File: config.mk
export PLATFORM = sky130hd
export DESIGN_NAME = lfsia_split
export DESIGN_NICKNAME = d
export VERILOG_FILES = /design/src/lowest_free_slot_interval_allocator_assert.svh /design/src/lfsia_pkg.sv /design/src/lfsia_split.sv
export SDC_FILE = /design/constraint.sdc
export NUM_CORES = 1
export LEC_CHECK = 0
export BUFFER_PORTS_ARGS = -buffer_cell sky130_fd_sc_hd__buf_2
export CORE_ASPECT_RATIO = 1.4
export CORE_MARGIN = 2
export CORE_UTILIZATION = 62
export DETAILED_ROUTE_END_ITERATION = 12
export GPL_ROUTABILITY_DRIVEN = 0
export GPL_TIMING_DRIVEN = 0
export PLACE_DENSITY = 0.78
export SYNTH_ARGS = -nofsm -noshare
export SYNTH_HDL_FRONTEND = slang
export SYNTH_SLANG_ARGS = --single-unit
File: constraint.sdc
create_clock -name i_clk -period 6.7 [get_ports i_clk]
set_clock_uncertainty 0.05 [all_clocks]
set_input_delay 0.67 -clock i_clk [delete_from_list [all_inputs] [get_ports i_clk]]
set_output_delay 0.67 -clock i_clk [all_outputs]
set_load 0.005 [all_outputs]
File: src/lowest_free_slot_interval_allocator_assert.svh
// assertion macros used by the allocator top level
`ifndef LOWEST_FREE_SLOT_INTERVAL_ALLOCATOR_ASSERT_SVH
`define LOWEST_FREE_SLOT_INTERVAL_ALLOCATOR_ASSERT_SVH

// same-cycle implication, clocked on i_clk, off while i_rst_n is low
`define LFSIA_ASSERT_NOW(label, ante, cons, msg) \
    label: assert property (@(posedge i_clk) disable iff (!i_rst_n) (ante) |-> (cons)) \
        else $error(msg);

// next-cycle implication, clocked on i_clk, off while i_rst_n is low
`define LFSIA_ASSERT_NEXT(label, ante, cons, msg) \
    label: assert property (@(posedge i_clk) disable iff (!i_rst_n) (ante) |=> (cons)) \
        else $error(msg);

`endif

File: src/lfsia_pkg.sv
// types, constants and helpers of the lowest free slot allocator
package lfsia_pkg;

    localparam int MAX_SLOTS = 64;
    localparam int IDX_W     = (MAX_SLOTS > 1) ? $clog2(MAX_SLOTS) : 1;
    localparam int K_W       = $clog2(MAX_SLOTS + 1);
    localparam int ADDR_W    = IDX_W + 1;
    localparam int RAM_DEPTH = 2 ** ADDR_W;

    localparam int TIME_W  = 31;
    localparam int CNT_W   = 20;
    localparam int SLOT_W  = 7;
    localparam int BEST_W  = 21;
    localparam int CFG_W   = 7;
    localparam int TOT_W   = CNT_W + $clog2(MAX_SLOTS + 1);
    localparam int ENTRY_W = TIME_W + CNT_W;

    localparam logic [CFG_W-1:0] SLOT_COUNT_RST = 7'd64;
    localparam logic [CNT_W-1:0] CNT_MAX        = {CNT_W{1'b1}};

    typedef logic [K_W-1:0]    t_k;
    typedef logic [IDX_W-1:0]  t_idx;
    typedef logic [ADDR_W-1:0] t_addr;
    typedef logic [CNT_W-1:0]  t_cnt;
    typedef logic [TOT_W-1:0]  t_tot;
    typedef logic [BEST_W-1:0] t_best;
    typedef logic [SLOT_W-1:0] t_slot;
    typedef logic [CFG_W-1:0]  t_cfg;

    typedef struct packed {
        logic              category;
        logic [TIME_W-1:0] start_time;
        logic [TIME_W-1:0] end_time;
        logic              last;
    } t_in;

    typedef struct packed {
        logic [SLOT_W-1:0] slot_assigned;
        logic              answer_valid;
        logic [BEST_W-1:0] best_total;
    } t_out;

    // one ram word per slot: end time of latest booking and served count
    typedef struct packed {
        logic [TIME_W-1:0] busy;
        logic [CNT_W-1:0]  cnt;
    } t_entry;

    // sequencer controls for the split evaluator
    typedef struct packed {
        logic clr;
        logic acc;
        logic take_a;
        logic take_b;
        logic eval;
    } t_split_ctl;

    function automatic t_cnt sat_add(input t_cnt a, input t_cnt b);
        logic [CNT_W:0] s;
        s = {1'b0, a} + {1'b0, b};
        return s[CNT_W] ? CNT_MAX : s[CNT_W-1:0];
    endfunction

endpackage

File: src/lfsia_split.sv
// split evaluator: category b total, category a prefix sum and best split
module lfsia_split (
    input  logic                  i_clk,
    input  lfsia_pkg::t_split_ctl i_ctl,
    input  lfsia_pkg::t_cnt       i_cnt,
    output lfsia_pkg::t_best      o_best
);

    lfsia_pkg::t_tot  r_rem;
    lfsia_pkg::t_cnt  r_pre_a;
    lfsia_pkg::t_best r_best;

    lfsia_pkg::t_cnt  rem_c;
    lfsia_pkg::t_best cand;

    // category b prefix of the current split, clamped like the saturating sum
    assign rem_c = (r_rem > lfsia_pkg::t_tot'(lfsia_pkg::CNT_MAX)) ?
                   lfsia_pkg::CNT_MAX : lfsia_pkg::t_cnt'(r_rem);
    assign cand  = lfsia_pkg::t_best'(r_pre_a) + lfsia_pkg::t_best'(rem_c);

    always_ff @(posedge i_clk) begin
        if (i_ctl.clr) begin
            r_rem   <= '0;
            r_pre_a <= '0;
            r_best  <= '0;
        end else begin
            if (i_ctl.acc) begin
                r_rem <= r_rem + lfsia_pkg::t_tot'(i_cnt);
            end
            if (i_ctl.take_b) begin
                r_rem <= r_rem - lfsia_pkg::t_tot'(i_cnt);
            end
            if (i_ctl.take_a) begin
                r_pre_a <= lfsia_pkg::sat_add(r_pre_a, i_cnt);
            end
            if (i_ctl.eval && (cand > r_best)) begin
                r_best <= cand;
            end
        end
    end

    assign o_best = r_best;

endmodule

-- After elaboration in Yosys (flattened, before gate mapping)
Cells that the tools add are included.
- bits in registers: 68
- add/subtract/negate cells: 4
- magnitude comparators: 2
- mux-type cells: 4
- reduce and logical (&&, ||, !) cells: 2
- operators by type and width (cell ; number):
    $mux 27 ; 2
    $add 20x20->21 ; 2
    $mux 20 ; 2
    $add 27x20->27 ; 1
    $gt 27x20->1 const B ; 1
    $sub 27x20->27 ; 1
    $gt 21x21->1 ; 1
    $reduce_bool 2->1 ; 1
    $logic_and 1x1->1 ; 1

-- Depth between registers and ports, before layout
- depth after elaboration: 5
- gate-level depth with buffers: 22
- mapped depth without buffers: 20

-- Worst setup path after synthesis
No wires, ideal clock.
- path type: reg-to-reg
- from: register r_rem[22]
- to: register r_best[13], in the netlist o_best[13]
- library setup time: 0.106 ns
- arrival time: 5.003 ns
- data required time: 6.544 ns
- setup slack: 1.541 ns
- stages on the path, launching flop included: 20
- cells stage by stage: dfxtp_1 > nor4_1 > nand2_1 > or2_2 > fa_1 > a32o_1 > o31ai_1 > a31oi_1 > a221oi_1 > nand2b_1 > a211o_1 > a21oi_1 > inv_1 > ha_1 > nand4_1 > nor2_1 > nand3_1 > a31oi_1 > or4b_2 > o311ai_0
- cells in the longest elaborated chain, start to end: 5
- RTL lines (what ; RTL line ; RTL):
    from (decl) ; lfsia_split.sv:9 ; lfsia_pkg::t_tot r_rem;
    from (signal assigned) ; lfsia_split.sv:28 ; r_rem <= r_rem + lfsia_pkg::t_tot'(i_cnt);
    from (signal assigned) ; lfsia_split.sv:31 ; r_rem <= r_rem - lfsia_pkg::t_tot'(i_cnt);
    $gt 27x20->1 ; lfsia_split.sv:17 ; assign rem_c = (r_rem > lfsia_pkg::t_tot'(lfsia_pkg::CNT_MAX)) ?
    $mux 20 ; lfsia_split.sv:17 ;
    $add 20x20->21 ; lfsia_split.sv:19 ; assign cand = lfsia_pkg::t_best'(r_pre_a) + lfsia_pkg::t_best'(rem_c);
    net cand[20] ; lfsia_split.sv:14 ; lfsia_pkg::t_best cand;
    $gt 21x21->1 ; lfsia_split.sv:36 ; if (i_ctl.eval && (cand > r_best)) begin
    $logic_and 1x1->1 ; lfsia_split.sv:36 ;
    to (signal assigned) ; lfsia_split.sv:37 ; r_best <= cand;
    to (decl) ; lfsia_split.sv:11 ; lfsia_pkg::t_best r_best;
The timed path passes the listed nets, and every way through them passes these cells.
A chain may end at the register's enable or synchronous reset.

-- Worst setup path after layout
- from: register r_rem[22]
- to: register r_best[1], in the netlist o_best[1]
Same word-level chain as after synthesis.

==> flow_results.org <==
** Synth
- Net count after synthesis :: a little under 1000
- Part of the Yosys area used for sequential elements :: between 20% and 30%
- The cell count after synthesis came out at 867.
- Cell variety after synth :: 63
- Counting flops with a built-in enable in the synthesized netlist gives 0.
- Top flip-flop cell by instance count after synthesis :: dfxtp_1
- Average cell area after synthesis :: just under 8 µm²
- Cell area after technology mapping :: ~0.0067 mm²
- Proportion of synthesized flip-flops having asynchronous set or reset :: 0%
- Number of register bits inferred by synthesis :: 68
- Yosys synthesis warning count :: 0

** Power and ir drop
- Internal power comes to roughly 1.8 mW.
- Net switching is around 45% of the power.
- Worst IR Drop VDD :: about 0.19 mV
- Dividing total power by cell area gives a power density of 438 mW/mm².
- Per report_power, the combinational group accounts for roughly two thirds of the total.
- The analysis attributes to net switching a power of between 1 and 1.5 mW.
- Share of total power in the clock network :: roughly 15%
- Registers are responsible for a little under a fifth of the overall power.
- The analysis attributes to cell leakage a power of around 3.4 nW.

** Cells and area
- Final core utilization :: 70.9%
- Commonest cells after routing, fill and taps aside :: nor2_1, ha_1, a21oi_1
- After filler insertion, the fill cell instance count of the layout stands at approximately 890.
- Final net count :: ~1000
- The area growth from synthesis to layout is 10.6%.
- The library cell used most frequently in the layout, excluding fill and tap cells, is nor2_1.
- The repair_antennas step left the layout with diodes totalling 0.
- Number of cells in the finished layout apart from fillers :: around 1100
- Fraction of layout cells with a size suffix above 1 :: 11.8%

** Clock network
- Total CTS buffers :: 9
- After clock tree synthesis, the clock-pin slew on the worst setup and hold paths is about 50 ps.
- TritonCTS clock tree :: yes
- The later pin in the worst-skew pair is clocked with a latency of 330 ps.
- TritonCTS Sinks :: between 60 and 70
- H-tree level count :: 3
- Counting along the longest clock path gives a buffer depth of 2.
- # hold bufs at CTS :: 0
- Root buffer selected by CTS :: clkbuf_16

** Worst setup path
- The worst setup path is captured at a flip-flop.
- In this run the register-to-register setup slack is 360 ps.
- By startpoint and endpoint, the worst setup path is classified as reg2reg.
- The worst register-to-register path begins at r_rem[22]$_SDFFE_PP0P_.
- Worst reg-to-reg path cell count :: 20
- In this run the worst path has a maximum fanout of 10.
- Arrival time at the worst endpoint :: 6480 ps
- Kind of start point of the critical path :: flip-flop
- The endpoint identified for the worst register-to-register timing path is o_best[1]$_SDFFE_PP0P_.
- STA puts the critical path data required time at 6840 ps.

** Min path
- Along the worst hold path, the cell count comes to 2.
- The tightest min-delay check is of the reg2reg type.
- In this run the most critical hold path is launched from r_rem[8]$_SDFFE_PP0P_.
- Hold-critical path endpoint :: r_rem[8]$_SDFFE_PP0P_

** Placed design
- Port-buffer cells :: 46
- Placed wire-length estimate :: around 14 mm
- Including well taps, the total number of placed cells is 1051.

** GRT
- Entering global routing, the biggest net connects 11 pins.
- Number of global-route vias before repair :: between 6000 and 7000
- First-pass GRT wire length :: 29.3 mm
- Initial antenna violation count :: 0
- Across every metal layer, demand over resource in global routing totals a little under a third.
- Total congestion overflow :: 0

** STA
- Setup violations remaining at the end of the flow were counted as 0.
- Worst Tran Pin Value :: between 700 and 800 ps
- Unrepaired setup endpoints after global routing :: no
- Tightest slew margin relative to the limit :: a little under 50%
- Period Utilization, post-route :: a little over nine tenths
- Fmax achieved :: 158 MHz
- Hold violation total from the final report :: 0
- Setup total negative slack :: 0 ps
- The number of max-slew violations in the final report came to 0.
- Counting I/O delays and the setup requirement, the final critical path takes 6340 ps.

** Route
- Summed over all layers, the routed wires come to 17.6 mm.
- Number of remaining DRC errors :: 0
- Post-route antenna net violation count :: 0
- The first detailed-routing pass ran for 6 iterations.
- Dividing the detail-routed via count by the number of cells gives slightly above 6.
- Detailed router's first-iteration violation count :: 548
- After detailed routing, the average wire length per cell comes to roughly 17 µm.
- Detailed routing inserted a total of roughly 6600 vias.

** Run
- Across the run, the number of max-cap violations was 0.

** Die
- Initial core utilization :: between 60% and 70%
- Count of standard-cell rows :: 44
- During I/O placement, the number of pins put on the boundary was 47.
- Die Width :: between 90 and 100 µm
- The die covers 0.0117 mm².
- Core area :: approximately 0.010 mm²
- Floorplan die height :: 127 µm

** Run status
- Run status :: completed
-- cells by family (layout without fill, tap and decap cells) --
| family | Yosys count | after routing | synth area share (%) |
|---|---|---|---|
| adders and majority gates | 92 | 92 | 17.5 |
| and+or+nand+nor | 301 | 301 | 22.1 |
| muxes | 20 | 20 | 3.00 |
| DFF | 68 | 68 | 20.3 |
| AOI/OAI and AO/OA | 255 | 255 | 25.1 |
| buffers and inverters | 71 | 131 | 4.14 |
| xor gates and xnor gates | 60 | 60 | 7.83 |
-- sequential cells by signal, indices dropped and copies added, names as in the netlist --
name,cells
o_best,21
r_rem,27
r_pre_a,20
-- power by group through the flow --
stage	clock (mW)	combinational [mW]	sequential (mW)
after detailed placement	0	2.13	0.603
after global placement	0	2.05	0.598
after CTS	0.476	2.15	0.595
after floorplan	0	1.70	0.572
after global routing	0.498	2.45	0.610
final	0.475	2.17	0.599
-- worst max-delay path, stage by stage (launching register included) --
cell      delay, ps
dfxtp_1         340
nor4_2          530
nand2_1         310
or2_2           380
fa_1            440
a32o_1          320
o31ai_1         330
a31oi_1         260
a221oi_1        430
nand2b_1        150
a211o_1         320
a21oi_1         190
inv_1            90
ha_1            300
nand4_1         140
nor2_1          270
nand3_1         140
a31oi_2         490
buf_2           410
mux2i_1         230
nor2_1           60
-- how the worst max path moves through the flow --
stage / from / to / slack, ps / cells after the start
global placement: r_rem[22]$_SDFFE_PP0P_ / o_best[7]$_SDFFE_PP0P_ / -0.2 / 20
finish: r_rem[22]$_SDFFE_PP0P_ / o_best[1]$_SDFFE_PP0P_ / 360 / 20
floorplan: r_rem[22]$_SDFFE_PP0P_ / o_best[13]$_SDFFE_PP0P_ / 1540 / 19
detailed placement: r_rem[22]$_SDFFE_PP0P_ / o_best[11]$_SDFFE_PP0P_ / -140 / 20
global route: r_rem[23]$_SDFFE_PP0P_ / o_best[15]$_SDFFE_PP0P_ / 40 / 20
CTS: r_rem[22]$_SDFFE_PP0P_ / o_best[11]$_SDFFE_PP0P_ / 2 / 20
-- layout make-up --
class	count	area (µm²)	share of cell area, %
Timing Repair Buffer	46	230	3.10
Buffer	30	125	1.69
Clock buffer	12	256	3.46
Sequential cell	68	1360	18.3
Tap cell	138	173	2.33
Multi-Input combinational cell	728	5090	68.5
Inverter	41	154	2.07
Clock inverter	2	35.0	0.472
-- routing by layer --
metal	vias to the layer above	wire length, µm	global-route usage (%)
li1	3271	-	-
met1	3043	7420	36.0
met2	222	8630	55.9
met3	45	943	4.07
met4	0	649	14.0
met5	-	0	0
-- cells in the mapped netlist, drive strengths merged, types with 27 or more instances --
library cell  instances  area share, %
xnor2                39            5.1
dfxtp                68             20
inv                  41            2.3
a21oi                78            5.9
o21ai                37            2.8
ha                   89             17
nand2                57            3.2
a211oi               28            3.1
nor2                 91            5.1
nor3                 27            2.1
nand3                29            2.2
a21o                 36            4.0
-- timing repair --
action | CTS | global route
pin swaps | 0 | 0
setup buffers | 0 | 0
resized for setup | 1 | 4
setup endpoints to repair | 14 | 19
-- through the flow --
step | total power [mW] | hold WS [ps] | setup WS (ps) | instance area [µm²]
2_1_floorplan | 2.27 | 394 | 1540 | 6710
3_3_place_gp | 2.65 | 413 | -0.218 | 7110
3_5_place_dp | 2.73 | 427 | -139 | 7110
4_1_cts | 3.22 | 434 | 1.78 | 7410
5_1_grt | 3.56 | 452 | 36.7 | 7420
6_report | 3.25 | 430 | 360 | 7420
Power figures use the tool's default switching activity.
