$ cat config.mk
export PLATFORM = sky130hd
export DESIGN_NAME = lfsia_ram
export DESIGN_NICKNAME = d
export VERILOG_FILES = /design/src/lowest_free_slot_interval_allocator_assert.svh /design/src/lfsia_ram.sv
export SDC_FILE = /design/constraint.sdc
export NUM_CORES = 1
export LEC_CHECK = 0
export BUFFER_PORTS_ARGS = -buffer_cell sky130_fd_sc_hd__buf_2
export CAP_MARGIN = 40
export CORE_ASPECT_RATIO = 1.5
export CORE_MARGIN = 2
export CORE_UTILIZATION = 45
export DETAILED_ROUTE_END_ITERATION = 10
export GPL_TIMING_DRIVEN = 1
export RECOVER_POWER = 25
export SETUP_SLACK_MARGIN = 0.3
export SYNTH_ARGS = -nofsm -noshare
export SYNTH_HDL_FRONTEND = slang
export SYNTH_SLANG_ARGS = --single-unit
$ cat constraint.sdc
create_clock -name i_clk -period 1.75 [get_ports i_clk]
set_input_delay 0.175 -clock i_clk [delete_from_list [all_inputs] [get_ports i_clk]]
set_output_delay 0.175 -clock i_clk [all_outputs]
set_load 0.05 [all_outputs]
$ cat src/lowest_free_slot_interval_allocator_assert.svh
// assertion macros used by the allocator top level
`ifndef LOWEST_FREE_SLOT_INTERVAL_ALLOCATOR_ASSERT_SVH
`define LOWEST_FREE_SLOT_INTERVAL_ALLOCATOR_ASSERT_SVH

// same-cycle implication, clocked on i_clk, off while i_rst_n is low
`define LFSIA_ASSERT_NOW(label, ante, cons, msg) \
    label: assert property (@(posedge i_clk) disable iff (!i_rst_n) (ante) |-> (cons)) \
        else $error(msg);

// next-cycle implication, clocked on i_clk, off while i_rst_n is low
`define LFSIA_ASSERT_NEXT(label, ante, cons, msg) \
    label: assert property (@(posedge i_clk) disable iff (!i_rst_n) (ante) |=> (cons)) \
        else $error(msg);

`endif

$ cat src/lfsia_ram.sv
// generic single write port ram with registered read
module lfsia_ram #(
    parameter int WIDTH = 8,
    parameter int DEPTH = 16
) (
    input  logic                                       i_clk,
    input  logic                                       i_we,
    input  logic [((DEPTH > 1) ? $clog2(DEPTH) : 1)-1:0] i_waddr,
    input  logic [WIDTH-1:0]                           i_wdata,
    input  logic [((DEPTH > 1) ? $clog2(DEPTH) : 1)-1:0] i_raddr,
    output logic [WIDTH-1:0]                           o_rdata
);

    logic [WIDTH-1:0] r_mem [DEPTH];
    logic [WIDTH-1:0] r_rdata;

    always_ff @(posedge i_clk) begin
        if (i_we) begin
            r_mem[i_waddr] <= i_wdata;
        end
        r_rdata <= r_mem[i_raddr];
    end

    assign o_rdata = r_rdata;

endmodule

## Word-level counts from Yosys, hierarchy flattened

Memories as Yosys holds them, arrays and structs flattened. A register that Yosys moved wholly into a read port is not among the register bits.
Index checks and enable logic that the tools add are counted.

| storage, ports and cells | value |
|---|---|
| bits in writable memories | 128 |
| flip-flop bits (word level) | 0 |
| memory bits (read-only) | 0 |
| logic and storage cells | 3 |
| output and inout bits | 8 |
| latch bits | 0 |
| memories | 1 |
| bits of input ports | 18 |

Memories:

| name | depth | width | read ports | clocked after Yosys merged registers in | wr ports | line | source |
|---|---|---|---|---|---|---|---|
| r_mem | 16 | 8 | 1 | 1 | 1 | lfsia_ram.sv:14 | `logic [WIDTH-1:0] r_mem [DEPTH];` |

| cells by class | value |
|---|---|
| multiplexer cells | 2 |
| reduce and logical (&&, ||, !) cells | 0 |
| $mul | 0 |
| order comparisons | 0 |
| divide/modulo/power cells | 0 |
| bitwise gates (word level) | 0 |
| shift-type cells | 0 |
| add/subtract/negate cells | 0 |
| equality and inequality tests | 0 |

Operators by type and width:

| operator | count |
|---|---|
| 2-to-1 mux 1 bit | 2 |

## Logic depth before layout (Yosys ltp)

Gate-level depths: netlist (run 1).

| logic depth | value |
|---|---|
| depth in word-level cells | 2 |
| gate-level depth with buffers | 5 |
| mapped depth without buffers | 3 |

## Worst setup path after synthesis (run 1)

OpenSTA, ideal clock, no wires.

| timing path | value |
|---|---|
| path type | input to register |
| from | input i_waddr[2] (netlist name) |
| to | memory r_mem[0][0] (enable) |
| setup time | 0.383 ns |
| path buffers | 0 |
| stages on the path | 2 |
| arrival | 1.285 ns |
| path slack | 0.082 ns |
| cells stage by stage | or3b_2 -> nor3_1 |

RTL lines:

| what | line | source |
|---|---|---|
| from (decl) | lfsia_ram.sv:8 | `input logic [((DEPTH > 1) ? $clog2(DEPTH) : 1)-1:0] i_waddr,` |
| to (decl) | lfsia_ram.sv:14 |  |

No word-level cell before the write port.

==> results_dict.tcl, run 1 <==
set metrics [dict create \
    synth_seq_cells 136 \
    syn_nets 247 \
    start_kind "flop" \
    power_leakage_nw 2.11 \
    drive_gt1_share_pct 30.6 \
    ios 26 \
    slew_headroom_pct 53.4 \
    worstSkewPairLatency_ps 410 \
    drc 0 \
    maxClockFrequency_ghz 0.732 \
    die_area_sq_um 12300 \
    crit_family "multiplexers" \
    initial_core_util_pct 46.3 \
    place_ws_ps 141 \
    n_fill_cell 844 \
    routed_wl_mm 9.85 \
    crit_required_ps 2040 \
    fp.dieH_um 135 \
    hold_buffers 0 \
    nets 306 \
    core_area_sq_um 11100 \
    syn2layout_area_growth_pct 19.5 \
    rsz0062_at_grt "no" \
    final-hold-violation-count 0 \
    fin_util_pct 55.3 \
    netlist_instances 229 \
    period_needed_ps 1370 \
    vias 2419 \
    fin_setup_tns_ps 0 \
    seq_area_sq_um 4000 \
    htree_levels 4 \
    grt_pass1_wl_mm 15.1 \
    fp-row-count 47 \
    cp-end-kind "flop" \
    hpwl_mm 6.63 \
    cp_max_fo 1 \
    cts-root-buf "clkbuf_16" \
    maxCapViolCount 0 \
    peakVddDrop_uv 712 \
    final_area_sq_um 6150 \
    critPathKind "flop to flop" \
    path_buf_inv 0 \
    dpl_cell_area_sq_um 5600 \
    clk_pin_slew_ps 50 \
    post_cts_buffers 0 \
    worst_path_largest_cell_delay_ps 530 \
    yosys.area.top_type "edfxtp_1" \
    setup_viol 0 \
    fp.dieW_um 91.3 \
    antenna_found_initial 0 \
    synthesis.area_sq_um 5150 \
    grt_max_degree 24 \
    synth.top_cell.area_share_pct 74.7 \
    final_cell_mix "edfxtp_1, buf_4, buf_2, mux4_2, clkbuf_16" \
    globalRouteOverflowTotal 0 \
    arrival_ps 1650 \
    firstDrtPassIters 4 \
    yosysUniqueCellTypes 19 \
    cts_sinks 136 \
    finClkSkew_ps 5.62 \
    slew_violations 0 \
    syn_avg_cell_area_sq_um 22.5 \
    crit_chain "mux4_1 > a22oi_1 > nand2_1" \
    final_common_cell "edfxtp_1" \
    vias_per_cell 5.40 \
    track_usage_pct 17.7 \
    drt-initial-drc-count 230 \
    yosys_warnings 0 \
    cts_inserted_buffers 17 \
    ys_seq_area_share_pct 77.8 \
    postRouteAntennaNets 0 \
    antenna_cells 0 \
    routedWlPerCell_um 22.0 \
    fin_crit_sh_pct 78.0 \
    final.setup.worst_slack_ps 384 \
    gp_congestion 0.735 \
    hold_class "input port to flop" \
    grt_pass1_vias 2616 \
    status "finished clean" \
    cp_slowest_cell "mux4_1" \
    synthTopCellsByArea "edfxtp_1, mux4_2, mux4_1" \
    multiInputGateArea_sq_um 1060 \
    portBuffers 25 \
    cts_max_path_buffers 2 \
    cts_resized 0 \
    powerDensity_nw_per_um2 1200 \
    worstMarginPinSlew_ps 699 \
    cts_tree "yes" \
]
==> cells by family after synthesis <==
family          synth area share, %
simple gates                   3.18
mux                            15.0
compound gates                 2.33
buf+inv                        1.68
flops                          77.8
==> where the power goes <==
group	internal (mW)	switching [mW]	total [mW]
Combinational	0.155	0.262	0.416
Sequential	3.64	0.0209	3.67
Clock	2.11	1.21	3.33
Total	5.91	1.49	7.41
==> Yosys cell counts <==
library cell and number:
buf_2 3, nor3_1 4, nand3b_1 2, mux4_1 14, nor2_1 13, clkdlybuf4s25_2 3
nand3_1 1, mux4_2 18, buf_4 1, edfxtp_1 128, nand2_1 9, a22oi_1 16
nor2b_1 1, and2_1 1, dfxtp_1 8, and2b_1 1, buf_6 3, nand2b_1 2
or3b_2 1
==> metrics by stage <==
stage | hold slack [ps] | std cells | power (mW)
after CTS | 137 | 448 | 7.48
after global routing | 172 | 448 | 7.65
final | 169 | 448 | 7.41
after detailed placement | 573 | 416 | 4.16
after global placement | 562 | 416 | 4.15
after floorplan | 274 | 229 | 3.99
==> layout make-up <==
class	instances	share of cell area, %
clock buffer	22	7.38
clock inverter	10	1.69
multi-input combinational	83	17.3
sequential	136	65.1
tap	147	2.99
timing repair buffer	50	5.57
==> sequential cells by signal, summed over array words and instances, names as in the netlist <==
register,count
r_mem,128
o_rdata,8
==> metal layers <==
layer | global-route usage, % | vias to the layer above | wire (um)
met5 | 0 | - | 0
met4 | 7.66 | 0 | 147
met3 | 5.08 | 12 | 298
met2 | 30.6 | 56 | 5470
met1 | 20.6 | 1262 | 3930
li1 | - | 1089 | -
==> path summary, 6_finish.rpt <==
check                             startpoint           to  slack, ps  cells after the start
worst max-delay path             r_mem[1][1]   o_rdata[1]        380                      3
worst min-delay path              i_wdata[4]  r_mem[7][4]        170                      1
worst max register to register   r_mem[1][1]   o_rdata[1]        380                      3
worst min register to register  r_mem[14][0]   o_rdata[0]        670                      3
Note: power is estimated with default switching activity, not from simulation.
==> inputs of run 2 (changes only) <==
==> constraint.sdc (replaced) <==
create_clock -name i_clk -period 1.1 [get_ports i_clk]
set_input_delay 0.11 -clock i_clk [delete_from_list [all_inputs] [get_ports i_clk]]
set_output_delay 0.11 -clock i_clk [all_outputs]
set_load 0.05 [all_outputs]
==> results_dict.tcl, run 2 (same netlist as run 1, synthesis figures left out) <==
set metrics [dict create \
    status "complete, but fails checks" \
    failed_checks "negative setup slack" \
    final_area_sq_um 6790 \
    peakVddDrop_uv 971 \
    crit_required_ps 1390 \
    antenna_cells 0 \
    slew_violations 0 \
    grt_pass1_wl_mm 15.6 \
    power_leakage_nw 2.24 \
    hold_class "input port to flop" \
    firstDrtPassIters 4 \
    drt-initial-drc-count 201 \
    critPathKind "flop to flop" \
    routedWlPerCell_um 22.2 \
    cts_tree "yes" \
    rsz0062_at_grt "yes" \
    initial_core_util_pct 46.3 \
    track_usage_pct 18.2 \
    worst_path_largest_cell_delay_ps 490 \
    postRouteAntennaNets 0 \
    clk_pin_slew_ps 60 \
    vias 2464 \
    whs_ps 103 \
    worstMarginPinSlew_ps 677 \
    globalRouteOverflowTotal 0 \
    powerDensity_nw_per_um2 1870 \
    antenna_found_initial 0 \
    slew_headroom_pct 54.9 \
    dpl_cell_area_sq_um 5880 \
    maxCapViolCount 0 \
    cp_slowest_cell "mux4_2" \
    power_mw 12.7 \
    regMostFlops "r_mem" \
    cp_num_cells 3 \
    fp.dieH_um 135 \
    final.setup.worst_slack_ps -176 \
    drc 0 \
    cts_max_path_buffers 2 \
    final-hold-violation-count 0 \
    vias_per_cell 5.36 \
    maxClockFrequency_ghz 0.784 \
    cts-root-buf "clkbuf_16" \
    worstRegToRegCells 3 \
    path_buf_inv 0 \
    arrival_ps 1560 \
    drive_gt1_share_pct 50.5 \
    place_ws_ps -411 \
    die_area_sq_um 12300 \
    setup_viol 8 \
    finClkSkew_ps 7.04 \
    nets 318 \
    ios 26 \
    hold_buffers 0 \
    hpwl_mm 6.84 \
    crit_family "multiplexers" \
    cp-end-kind "flop" \
    syn2layout_area_growth_pct 31.9 \
    fp.dieW_um 91.3 \
    whs_path_depth 1 \
    htree_levels 4 \
    core_area_sq_um 11100 \
    cts_sinks 136 \
    start_kind "flop" \
    period_needed_ps 1280 \
    final_cell_mix "edfxtp_1, mux4_2, clkbuf_16, buf_12" \
    routed_wl_mm 10.2 \
    cp_max_fo 1 \
    n_fill_cell 759 \
    grt_pass1_vias 2647 \
    gp_congestion 0.716 \
    portBuffers 25 \
    fp-row-count 47 \
    worstSkewPairLatency_ps 410 \
    crit_chain "mux4_2 > a22oi_2 > nand2_2" \
    grt_max_degree 28 \
    largest_register_ffs 128 \
    fin_crit_sh_pct 116 \
    final_common_cell "edfxtp_1" \
    cts_inserted_buffers 17 \
]
[run 2: cell types whose count changed in the layout (fill, tap and decap cells not counted), moves of 10 or more]
cell / previous run / this run
a22oi_1: 16 / 5
a22oi_2: 0 / 11
buf_12: 3 / 16
buf_2: 19 / 9
buf_4: 22 / 12
buf_6: 0 / 11
mux4_1: 14 / 0
mux4_2: 18 / 32
nor2_1: 13 / 1
nor2_4: 0 / 12
[run 2: report_power, final]
| part | switching, mW | internal (mW) |
|---|---|---|
| Sequential | 0.0471 | 5.81 |
| Clock | 1.99 | 3.97 |
| Combinational | 0.488 | 0.399 |
[run 2: final cells by class]
type / instances / area (sq um) / share of cell area, %
sequential: 136 / 4010 / 59.1
multi-input combinational: 83 / 1230 / 18.1
timing repair buffer: 62 / 722 / 10.6
clock buffer: 21 / 470 / 6.93
tap: 147 / 184 / 2.71
clock inverter: 11 / 170 / 2.51
[run 2: final timing paths]
check / to / start / slack [ps]
worst min-delay path: r_mem[5][4] / i_wdata[4] / 100
worst max-delay path: o_rdata[0] / r_mem[0][0] / -180
worst max register to register: o_rdata[0] / r_mem[0][0] / -180
worst min register to register: o_rdata[5] / r_mem[15][5] / 670
[run 2: through the flow]
stage          setup TNS, ps  std cells  util (%)
2_1_floorplan          -2920        229         -
3_3_place_gp          -19990        423      52.9
3_5_place_dp          -20490        423      52.9
4_1_cts                -1260        458      60.8
5_1_grt                -1550        460      61.1
6_report               -1130        460      61.1
[run 2: repair_timing]
item,in CTS,in global routing
endpoints found under the setup margin,90,67
gates resized for setup,55,6
endpoints found under the hold margin,0,0
setup buffers,3,0
pin swaps,12,4
[run 2: routing by layer]
metal / routed length [um] / global-route usage, %
met4: 143 / 7.15
met1: 4030 / 21.2
met2: 5660 / 31.9
met5: 0 / 0
met3: 398 / 5.02
==> inputs of run 3 (changes only) <==
--- a/config.mk
+++ b/config.mk
@@ -13,7 +13,7 @@
 export DETAILED_ROUTE_END_ITERATION = 10
 export GPL_TIMING_DRIVEN = 1
 export RECOVER_POWER = 25
-export SETUP_SLACK_MARGIN = 0.3
+export SETUP_SLACK_MARGIN = 0.15
 export SYNTH_ARGS = -nofsm -noshare
 export SYNTH_HDL_FRONTEND = slang
 export SYNTH_SLANG_ARGS = --single-unit
==> results_dict.tcl, run 3 (same netlist as run 1, synthesis figures left out) <==
set metrics [dict create \
    final.setup.worst_slack_ps -142 \
    nets 317 \
    r2r-end "o_rdata[6]" \
    period_needed_ps 1240 \
    setup_viol 8 \
    maxClockFrequency_ghz 0.805 \
    antenna_cells 0 \
    critPathLaunch "r_mem[3][6]" \
    final_cell_mix "edfxtp_1, mux4_2, buf_4, clkbuf_16, buf_2" \
    path_buf_inv 0 \
    critPathKind "flop to flop" \
    drc 0 \
    die_area_sq_um 12300 \
    ff2ff_setup_slack_ps -140 \
    power_leakage_nw 2.17 \
    crit_required_ps 1390 \
    fp-row-count 47 \
    grt_pass1_wl_mm 15.4 \
    postRouteAntennaNets 0 \
    crit_chain "mux4_2 > a22oi_2 > nand2_1" \
    place_ws_ps -416 \
    status "complete, but fails checks" \
    largest_register_ffs 128 \
    slew_violations 0 \
    antenna_found_initial 0 \
    initial_core_util_pct 46.3 \
    hold_class "input port to flop" \
    grt_pass1_vias 2651 \
    gp_congestion 0.754 \
    routed_wl_mm 9.93 \
    fp.dieH_um 135 \
    worstMarginPinSlew_ps 900 \
    firstDrtPassIters 4 \
    regMostFlops "r_mem" \
    core_area_sq_um 11100 \
    drive_gt1_share_pct 46.8 \
    fp.dieW_um 91.3 \
    whs_ps 101 \
    ios 26 \
    cts_inserted_buffers 17 \
    start_kind "flop" \
    final_common_cell "edfxtp_1" \
    vias 2470 \
    cp_num_cells 3 \
    globalRouteOverflowTotal 0 \
    finClkSkew_ps 5.60 \
    hpwl_mm 6.79 \
    dpl_cell_area_sq_um 5810 \
    fin_setup_tns_ps -1020 \
    seq_area_sq_um 4020 \
    arrival_ps 1530 \
    cts_tree "yes" \
    htree_levels 4 \
    track_usage_pct 18.0 \
    cp_max_fo 1 \
    failed_checks "negative setup slack" \
    routedWlPerCell_um 21.6 \
    n_fill_cell 806 \
    endpoint "o_rdata[6]" \
    portBuffers 25 \
    crit_family "multiplexers" \
    worstRegToRegCells 3 \
    cp_slowest_cell "mux4_2" \
    syn2layout_area_growth_pct 26.8 \
    cts-root-buf "clkbuf_16" \
    final-hold-violation-count 0 \
    multiInputGateArea_sq_um 1140 \
    slew_headroom_pct 39.8 \
    grt_max_degree 23 \
    rsz0062_at_grt "yes" \
    maxCapViolCount 0 \
    powerDensity_nw_per_um2 1870 \
    reg2reg_from "r_mem[3][6]" \
    cp-end-kind "flop" \
    cts_max_path_buffers 2 \
    clk_pin_slew_ps 60 \
    fin_crit_sh_pct 113 \
    cts_sinks 136 \
    worstSkewPairLatency_ps 410 \
    peakVddDrop_uv 1300 \
    worst_path_largest_cell_delay_ps 490 \
    final_area_sq_um 6530 \
    drt-initial-drc-count 136 \
    vias_per_cell 5.38 \
]
## run 3: cell types whose count changed in the layout (fill, tap and decap cells not counted), sizes merged
cell / before / now
clkbuf: 27 / 31
buf: 56 / 55
clkinv: 5 / 3
bufinv: 4 / 2
## run 3: worst reg2reg max path: cells and delay by family, from the launching register on
family          cells  cell delay, ps
compound gates      1             210
flops               1             360
mux                 1             490
simple gates        1              70
## run 3: how the worst min path moves through the flow
stage	startpoint	end	slack [ps]	cells after the start
6_report	i_wdata[1]	r_mem[6][1]	100	1
5_1_grt	i_wdata[1]	r_mem[6][1]	110	1
4_1_cts	i_wdata[7]	r_mem[2][7]	70	1
3_5_place_dp	i_wdata[7]	r_mem[6][7]	500	1
3_3_place_gp	i_wdata[7]	r_mem[7][7]	490	1
2_1_floorplan	i_wdata[0]	r_mem[0][0]	210	0
## run 3: layout make-up
cell class | instances | area share [%]
multi-input cells | 83 | 17.5
clock buffers | 25 | 7.75
well taps | 147 | 2.82
clock inverters | 7 | 1.38
repair buffers | 61 | 9.03
flip-flops and latches | 136 | 61.5
## run 3: through the flow
step                      total power [mW]  utilization, %  instances
final                                 12.2            58.7        459
after global routing                  12.6            58.7        459
after CTS                             12.3            58.7        459
after detailed placement              6.70            52.3        427
after global placement                6.68            52.3        427
after floorplan                       6.39               -        229
## run 3: metal layers
| metal | vias up | global-route usage (%) | wire length, um |
|---|---|---|---|
| li1 | 1104 | - | - |
| met1 | 1288 | 21.0 | 3850 |
| met2 | 61 | 31.6 | 5530 |
| met5 | - | 0 | 0 |
| met3 | 17 | 3.85 | 340 |
| met4 | 0 | 8.42 | 206 |
## run 3: timing repair
action                                 4_1_cts  5_1_grt
hold buffers                                 0        0
pin swaps                                    1        2
setup endpoints to repair                   16       16
endpoints found under the hold margin        0        0
gates resized for setup                     36        4
buffers inserted                             0        0
## run 3: power breakdown
| group | internal (mW) | switching [mW] |
|---|---|---|
| sequential | 5.81 | 0.0518 |
| combinational | 0.359 | 0.463 |
| clock | 3.62 | 1.92 |
